**config.mk**
```make
export PLATFORM = sky130hd
export DESIGN_NAME = collatz_range_step_counter
export DESIGN_NICKNAME = d
export VERILOG_FILES = /design/src/hw/rtl/crsc_pkg.sv /design/src/hw/rtl/crsc_ctrl.sv /design/src/hw/rtl/crsc_dp.sv /design/src/hw/rtl/collatz_range_step_counter.sv
export SDC_FILE = /design/constraint.sdc
export NUM_CORES = 1
export LEC_CHECK = 0
export BUFFER_PORTS_ARGS = -buffer_cell sky130_fd_sc_hd__buf_4
export CAP_MARGIN = 20
export CORE_MARGIN = 4
export CORE_UTILIZATION = 40
export DETAILED_ROUTE_END_ITERATION = 8
export SYNTH_ARGS = -nofsm -noshare
export SYNTH_HDL_FRONTEND = slang
export SYNTH_SLANG_ARGS = --single-unit
```
**constraint.sdc**
```tcl
create_clock -name clk_i -period 8.9 [get_ports clk_i]
set_input_delay 1.78 -clock clk_i [delete_from_list [all_inputs] [get_ports clk_i]]
set_output_delay 1.78 -clock clk_i [all_outputs]
set_load 0.005 [all_outputs]
```
**src/hw/rtl/crsc_pkg.sv**
```systemverilog
// Shared types and constants for the Collatz range step counter.
`timescale 1ns / 1ps
package crsc_pkg;

  // Result status codes.
  localparam logic [1:0] StDone     = 2'd0;
  localparam logic [1:0] StOverflow = 2'd1;
  localparam logic [1:0] StZero     = 2'd2;
  localparam logic [1:0] StLimit    = 2'd3;

  localparam int unsigned CountWidth = 7;
  localparam int unsigned StepWidth  = 16;
  localparam int unsigned HalfWidth  = 64;

  // Commands from the controller to the datapath.
  typedef struct packed {
    logic       load_range;
    logic       load_value;
    logic       step;
    logic       emit;
    logic [1:0] emit_status;
  } crsc_cmd_t;

  // Status from the datapath to the controller.
  typedef struct packed {
    logic count_zero;
    logic value_zero;
    logic value_one;
    logic value_odd;
    logic overflow;
    logic at_limit;
  } crsc_sts_t;

endpackage

```
**src/hw/rtl/crsc_ctrl.sv**
```systemverilog
// Controller state machine that sequences values and Collatz steps.
`timescale 1ns / 1ps
module crsc_ctrl (
  input  logic              clk_i,
  input  logic              rst_ni,
  input  logic              start_i,
  input  crsc_pkg::crsc_sts_t sts_i,
  output crsc_pkg::crsc_cmd_t cmd_o,
  output logic              busy_o
);
  import crsc_pkg::*;

  localparam logic [1:0] StateIdle = 2'd0;
  localparam logic [1:0] StateInit = 2'd1;
  localparam logic [1:0] StateRun  = 2'd2;

  logic [1:0] state_q, state_d;

  always_comb begin
    state_d = state_q;
    cmd_o   = '0;
    unique case (state_q)
      StateIdle: begin
        if (start_i) begin
          cmd_o.load_range = 1'b1;
          state_d          = StateInit;
        end
      end
      StateInit: begin
        if (sts_i.count_zero) begin
          state_d = StateIdle;
        end else begin
          cmd_o.load_value = 1'b1;
          state_d          = StateRun;
        end
      end
      StateRun: begin
        // The order of these checks matches the value's status priority.
        priority if (sts_i.value_zero) begin
          cmd_o.emit        = 1'b1;
          cmd_o.emit_status = StZero;
        end else if (sts_i.value_one) begin
          cmd_o.emit        = 1'b1;
          cmd_o.emit_status = StDone;
        end else if (sts_i.at_limit) begin
          cmd_o.emit        = 1'b1;
          cmd_o.emit_status = StLimit;
        end else if (sts_i.value_odd && sts_i.overflow) begin
          cmd_o.emit        = 1'b1;
          cmd_o.emit_status = StOverflow;
        end else begin
          cmd_o.step = 1'b1;
        end
        if (cmd_o.emit) begin
          state_d = StateInit;
        end
      end
      default: begin
        state_d = StateIdle;
      end
    endcase
  end

  always_ff @(posedge clk_i or negedge rst_ni) begin
    if (!rst_ni) begin
      state_q <= StateIdle;
    end else begin
      state_q <= state_d;
    end
  end

  assign busy_o = (state_q != StateIdle);

endmodule

```
**src/hw/rtl/crsc_dp.sv**
```systemverilog
// Datapath: range value, iterated value, step counter and result registers.
`timescale 1ns / 1ps
module crsc_dp #(
  parameter int unsigned VALUE_WIDTH = 128,
  parameter int unsigned MAX_STEPS   = 65535,
  parameter int unsigned MAX_RANGE   = 64
) (
  input  logic                 clk_i,
  input  logic                 rst_ni,
  input  crsc_pkg::crsc_cmd_t  cmd_i,
  output crsc_pkg::crsc_sts_t  sts_o,
  input  logic [63:0]          start_low_i,
  input  logic [63:0]          start_high_i,
  input  logic [6:0]           value_count_i,
  output logic [15:0]          step_length_o,
  output logic [1:0]           status_o,
  output logic                 last_of_range_o,
  output logic                 result_valid_o
);
  import crsc_pkg::*;

  localparam logic [CountWidth-1:0] MaxRange = CountWidth'(MAX_RANGE);
  localparam logic [StepWidth-1:0]  MaxSteps = StepWidth'(MAX_STEPS);

  logic [2*HalfWidth-1:0]  start_full;
  logic [CountWidth-1:0]   count_clamped;
  logic [VALUE_WIDTH-1:0]  range_q;
  logic [VALUE_WIDTH-1:0]  value_q, value_d;
  logic [VALUE_WIDTH+1:0]  triple_sum;
  logic [StepWidth-1:0]    steps_q;
  logic [CountWidth-1:0]   left_q;
  logic [StepWidth-1:0]    length_q;
  logic [1:0]              status_q;
  logic                    last_q;
  logic                    valid_q;

  assign start_full    = {start_high_i, start_low_i};
  assign count_clamped = (value_count_i > MaxRange) ? MaxRange : value_count_i;

  // 3n+1 formed as 2n + n + 1 with two guard bits to catch overflow.
  assign triple_sum = {1'b0, value_q, 1'b0} + {2'b00, value_q} + (VALUE_WIDTH + 2)'(1);
  assign value_d    = value_q[0] ? triple_sum[VALUE_WIDTH-1:0]
                                 : {1'b0, value_q[VALUE_WIDTH-1:1]};

  always_comb begin
    sts_o            = '0;
    sts_o.count_zero = (left_q == '0);
    sts_o.value_zero = (value_q == '0);
    sts_o.value_one  = (value_q == VALUE_WIDTH'(1));
    sts_o.value_odd  = value_q[0];
    sts_o.overflow   = |triple_sum[VALUE_WIDTH+1:VALUE_WIDTH];
    sts_o.at_limit   = (steps_q >= MaxSteps);
  end

  always_ff @(posedge clk_i or negedge rst_ni) begin
    if (!rst_ni) begin
      left_q  <= '0;
      valid_q <= 1'b0;
    end else begin
      valid_q <= cmd_i.emit;
      if (cmd_i.load_range) begin
        left_q <= count_clamped;
      end else if (cmd_i.emit) begin
        left_q <= left_q - CountWidth'(1);
      end
    end
  end

  always_ff @(posedge clk_i) begin
    if (cmd_i.load_range) begin
      range_q <= start_full[VALUE_WIDTH-1:0];
    end else if (cmd_i.emit) begin
      range_q <= range_q + VALUE_WIDTH'(1);
    end
    if (cmd_i.load_value) begin
      value_q <= range_q;
      steps_q <= '0;
    end else if (cmd_i.step) begin
      value_q <= value_d;
      steps_q <= steps_q + StepWidth'(1);
    end
    if (cmd_i.emit) begin
      length_q <= (cmd_i.emit_status == StDone) ? steps_q : '0;
      status_q <= cmd_i.emit_status;
      last_q   <= (left_q == CountWidth'(1));
    end
  end

  assign step_length_o   = length_q;
  assign status_o        = status_q;
  assign last_of_range_o = last_q;
  assign result_valid_o  = valid_q;

endmodule

```
**src/hw/rtl/collatz_range_step_counter.sv**
```systemverilog
// Top level of the Collatz range step counter.
//
//   channel   direction  handshake                 payload
//   command   in         start_i high, busy_o low  start_low_i, start_high_i, value_count_i
//   result    out        result_valid_o strobe     step_length_o, status_o, last_of_range_o
//
// Each value of the range is loaded, stepped until it stops and then reported; each
// step is one pass through the shared 3n+1 adder.
// A count of zero keeps busy_o high for one cycle after the transfer and gives no result.
// Reset clears the controller and the result strobe; the receiver cannot stall.
`timescale 1ns / 1ps
module collatz_range_step_counter #(
  parameter int unsigned VALUE_WIDTH = 128,
  parameter int unsigned MAX_STEPS   = 65535,
  parameter int unsigned MAX_RANGE   = 64
) (
  input  logic        clk_i,
  input  logic        rst_ni,
  input  logic        start_i,
  output logic        busy_o,
  input  logic [63:0] start_low_i,
  input  logic [63:0] start_high_i,
  input  logic [6:0]  value_count_i,
  output logic        result_valid_o,
  output logic [15:0] step_length_o,
  output logic [1:0]  status_o,
  output logic        last_of_range_o
);
  import crsc_pkg::*;

  crsc_cmd_t cmd;
  crsc_sts_t sts;

  crsc_ctrl u_ctrl (
    .clk_i   (clk_i),
    .rst_ni  (rst_ni),
    .start_i (start_i),
    .sts_i   (sts),
    .cmd_o   (cmd),
    .busy_o  (busy_o)
  );

  crsc_dp #(
    .VALUE_WIDTH (VALUE_WIDTH),
    .MAX_STEPS   (MAX_STEPS),
    .MAX_RANGE   (MAX_RANGE)
  ) u_dp (
    .clk_i           (clk_i),
    .rst_ni          (rst_ni),
    .cmd_i           (cmd),
    .sts_o           (sts),
    .start_low_i     (start_low_i),
    .start_high_i    (start_high_i),
    .value_count_i   (value_count_i),
    .step_length_o   (step_length_o),
    .status_o        (status_o),
    .last_of_range_o (last_of_range_o),
    .result_valid_o  (result_valid_o)
  );

  // A result transfer only happens while a range is in progress.
  a_result_while_busy: assert property (@(posedge clk_i) disable iff (!rst_ni)
    result_valid_o |-> busy_o)
    else $error("result strobe outside a busy range");

  // An accepted command with a nonzero count keeps the block busy.
  a_busy_after_start: assert property (@(posedge clk_i) disable iff (!rst_ni)
    (start_i && !busy_o && value_count_i != '0) |=> busy_o)
    else $error("block not busy after accepting a range");

  // Failed values always report a zero step length.
  a_zero_length_on_fail: assert property (@(posedge clk_i) disable iff (!rst_ni)
    (result_valid_o && status_o != StDone) |-> (step_length_o == '0))
    else $error("nonzero step length on a failed value");

endmodule

```
==> run_results.csv <==
group,metric,value,unit
synthesis,postSynth.topFlopCell,"sky130_fd_sc_hd__edfxtp_1",
floorplan,start_util,40.5,%
synthesis,postSynthRegisterBits,301,
placed_design,port_buffers,158,
critical_path,timing_worst_setup_path_type,"flip-flop to flip-flop",
sta,post-route-min-period,6.35,ns
synthesis,synth-edff-count,275,
synthesis,netlist_area,26100,µm²
clocking,clkSlewWorstSetupHoldPaths,0.07,ns
clocking,clkSinkCount,301,
clocking,clock_tree.root_cell,"sky130_fd_sc_hd__clkbuf_16",
clocking,post_cts_resized,0,
synthesis,synth_cell_type_count,85,
sta,finalSetupViolCount,0,
synthesis,asyncSetResetFlopFracSynth,3.32,%
synthesis,postSynthCellCount,3168,
critical_path,worst_flop_to_flop_path_endpoint,"u_dp.range_q[99]",
finish,antennaDiodeCount,0,
clocking,post-cts-setup-buffer-count,0,
sta,setup_tns,0,ns
floorplan,io_pins,159,
synthesis,fraction_of_the_mapped_netlist_area_in_adder_cells,9.67,%
sta,max-slew-margin-rel,28.7,%
clocking,ctsHtreeMaxLevel,2,
drt,remaining_drc_errors,0,
drt,detail_route.wl_per_cell,19.9,µm
critical_path,r2r-start,"u_dp.value_q[0]",
critical_path,rr_worst_depth,15,
global_route,antenna_found_initial,2,
flow_run,maxCapViolations,0,
critical_path,critPathCaptureType,"flip-flop",
synthesis,synth_top_family_by_area,"simple AND/OR/NAND/NOR gates",
drt,detailedRoute.firstIterationViolations,2154,
sta,final-hold-violation-count,0,
critical_path,worst-r2r-setup-slack,2.55,ns
placed_design,weighted_congestion_reported_at_the_end_of_routability_driven_placement,0.957,
global_route,grt_first_pass_wirelength,127000,µm
finish,layout.filler_cells,6452,
floorplan,die_width,263,µm
placed_design,post-place-ws,2.53,ns
floorplan,fp-row-count,93,
drt,route.vias.total,23249,
critical_path,arrival_worst_endpoint,6.56,ns
sta,clock.fmax,157,MHz
synthesis,post_syn_nets,3507,
synthesis,syn_area_per_cell,8.24,µm²
synthesis,yosys-mux-area-fraction,3.36,%
floorplan,die-area,69400,µm²
synthesis,post_synthesis_simple_gate_area_fraction,19.9,%
drt,wl,81400,µm
synthesis,synth_compound_area_share,19.6,%
sta,timing.final.max_slew_violations,0,
global_route,number_of_global_route_vias_before_repair,22316,
clocking,cts-hold-fix-buffers,0,
critical_path,critPathLaunch,"u_dp.value_q[0]",
finish,num-nets-final,3545,
drt,avgViaCountPerCell,5.69,
outcome,status,"finished clean",
floorplan,die_boundary_height,263,µm
sta,grt_setup_unrepaired,"no",
critical_path,cp.required,9.11,ns
finish,area.growth.synth_to_final,11.1,%
global_route,grt_start_max_net_pins,201,
clocking,clock_insertion_delay_worst_skew,0.58,ns
finish,final_cell_mix,"sky130_fd_sc_hd__nand2_1 (447), sky130_fd_sc_hd__o21ai_0 (317), sky130_fd_sc_hd__edfxtp_1 (275)",
drt,detail_route.first_pass.iterations,5,
global_route,track_usage,22.6,%
synthesis,synth_area_leaders,"sky130_fd_sc_hd__edfxtp_1 (32%), sky130_fd_sc_hd__ha_1 (9.6%), sky130_fd_sc_hd__nand2_1 (6.4%)",
finish,most_frequent_standard_cell_in_the_layout_excluding_fill_and_tap_cells,"sky130_fd_sc_hd__nand2_1",
clocking,clockBufferDepth,3,
clocking,tritoncts,"yes",
finish,final_layout_size_suffix_gt1_share,8.42,%
synthesis,yosysSeqAreaShare,33.8,%
synthesis,synth.yosys.warnings,0,
critical_path,timing.critical_path.fanout_max,124,
hold_path,hp-class,"flip-flop to flip-flop",
placed_design,hpwl,61500,µm
synthesis,post-synth-top-area-cell,"sky130_fd_sc_hd__edfxtp_1",
sta,tightest_slew,1.06,ns
global_route,grt_overflow,0,
finish,fin_util,45.0,%
synthesis,yosys.area.top_type_share,31.7,%
critical_path,worstSetupStartpointType,"flip-flop",
critical_path,cp-endpoint,"u_dp.range_q[99]",
sta,final_worst_setup_slack,2.55,ns
floorplan,placeable_core_region,64500,µm²
drt,ant_nets,0,
sta,fin_crit_sh,71.4,%
synthesis,synth_area_in_xor_xnor,8.36,%
clocking,numCtsBuffers,37,
sta,fin_skew,0.0218,ns
[kinds of logic (layout without fill, tap and decap cells)]
kind of cell,after synthesis,after routing
xor gates and xnor gates,249,249
and+or+nand+nor,1112,1112
muxes,87,87
AOI/OAI and AO/OA,859,859
buffers and inverters,359,423
adders and majority gates,201,201
DFF,301,301
[critical path, stage by stage (launching register included)]
cell	delay, ns
sky130_fd_sc_hd__edfxtp_1	0.38
sky130_fd_sc_hd__buf_12	0.58
sky130_fd_sc_hd__inv_2	0.07
sky130_fd_sc_hd__ha_1	0.30
sky130_fd_sc_hd__a21oi_1	0.06
sky130_fd_sc_hd__o22ai_1	0.22
sky130_fd_sc_hd__o31ai_1	0.18
sky130_fd_sc_hd__or4_1	0.52
sky130_fd_sc_hd__a311oi_1	0.79
sky130_fd_sc_hd__o21ai_0	0.32
sky130_fd_sc_hd__o31a_1	0.44
sky130_fd_sc_hd__nand2_1	0.24
sky130_fd_sc_hd__a32o_2	0.27
sky130_fd_sc_hd__o311a_4	0.49
sky130_fd_sc_hd__or2_4	0.47
sky130_fd_sc_hd__buf_4	0.57
[sequential cells by signal, indices dropped and copies added, names as in the netlist, named ones only]
register / cells
u_dp.result_valid_o: 1
u_dp.left_q: 7
u_dp.steps_q: 16
u_ctrl.state_q: 2
u_dp.last_of_range_o: 1
u_dp.step_length_o: 16
u_dp.value_q: 127
u_dp.status_o: 2
u_dp.range_q: 128
[synthesized netlist by cell type, types with 4 or more instances]
cell type / n
sky130_fd_sc_hd__nand2_1: 447
sky130_fd_sc_hd__ha_1: 200
sky130_fd_sc_hd__nor2_1: 229
sky130_fd_sc_hd__o21bai_1: 36
sky130_fd_sc_hd__nand3b_1: 6
sky130_fd_sc_hd__a221oi_1: 6
sky130_fd_sc_hd__dfxtp_1: 16
sky130_fd_sc_hd__nor2b_1: 22
sky130_fd_sc_hd__o31a_1: 6
sky130_fd_sc_hd__dfrtp_1: 10
sky130_fd_sc_hd__o21ai_0: 317
sky130_fd_sc_hd__a22oi_1: 6
sky130_fd_sc_hd__o21ai_1: 8
sky130_fd_sc_hd__or3_1: 15
sky130_fd_sc_hd__a21oi_1: 271
sky130_fd_sc_hd__nand2b_1: 11
sky130_fd_sc_hd__nor4_1: 21
sky130_fd_sc_hd__a211oi_1: 7
sky130_fd_sc_hd__o41ai_1: 4
sky130_fd_sc_hd__nor3_1: 47
sky130_fd_sc_hd__o21a_1: 17
sky130_fd_sc_hd__nand4_1: 121
sky130_fd_sc_hd__edfxtp_1: 275
sky130_fd_sc_hd__clkbuf_1: 151
sky130_fd_sc_hd__buf_2: 10
sky130_fd_sc_hd__mux2i_1: 86
sky130_fd_sc_hd__nand3_1: 71
sky130_fd_sc_hd__inv_1: 185
sky130_fd_sc_hd__and3_1: 51
sky130_fd_sc_hd__a2111oi_0: 4
sky130_fd_sc_hd__a21boi_0: 12
sky130_fd_sc_hd__xor2_1: 125
sky130_fd_sc_hd__and2_1: 20
sky130_fd_sc_hd__buf_1: 10
sky130_fd_sc_hd__a21o_1: 68
sky130_fd_sc_hd__or2_2: 12
sky130_fd_sc_hd__a31o_2: 5
sky130_fd_sc_hd__and4_1: 13
sky130_fd_sc_hd__xnor2_1: 124
sky130_fd_sc_hd__o211ai_1: 8
sky130_fd_sc_hd__o31ai_1: 10
sky130_fd_sc_hd__or4_1: 8
sky130_fd_sc_hd__o211a_1: 4
sky130_fd_sc_hd__a31oi_1: 26
[area by class of cell]
class	count	area, µm²	share of cell area, %
timing repair buffer	173	1340	4.61
clock inverter	21	184	0.634
sequential	301	8830	30.4
tap	855	1070	3.69
clock buffer	44	982	3.39
inverter	185	694	2.39
multi-input combinational	2508	15900	54.8
[routing by layer]
metal  vias up  GRT usage, %  wire length [µm]
met3       117          4.03              6300
met4         0          6.39              2370
met1     10954          33.2             38200
met5         -             0                 0
li1      11408             -                 -
met2       770          34.0             34500
[metrics by stage]
stage	instance area, µm²	hold WS (ns)	instances
after floorplan	26100	0.454	3168
after global placement	27800	0.474	4022
after detailed placement	27800	0.491	4022
after CTS	29000	0.509	4087
after global routing	29000	0.542	4087
final	29000	0.510	4087
[worst min path at each step]
stage / cells after the start / to / slack, ns / startpoint
after global routing: 1 / u_dp.steps_q[4] / 0.54 / u_dp.steps_q[4]
after floorplan: 1 / u_dp.steps_q[4] / 0.45 / u_dp.steps_q[4]
final: 1 / u_dp.steps_q[4] / 0.51 / u_dp.steps_q[4]
after CTS: 1 / u_dp.steps_q[4] / 0.51 / u_dp.steps_q[4]
after global placement: 1 / u_dp.steps_q[4] / 0.47 / u_dp.steps_q[4]
after detailed placement: 1 / u_dp.steps_q[4] / 0.49 / u_dp.steps_q[4]
Power is left out: the tool's default activity adds up to more than one toggle a clock period on the data nets, which glitch-free logic cannot reach.
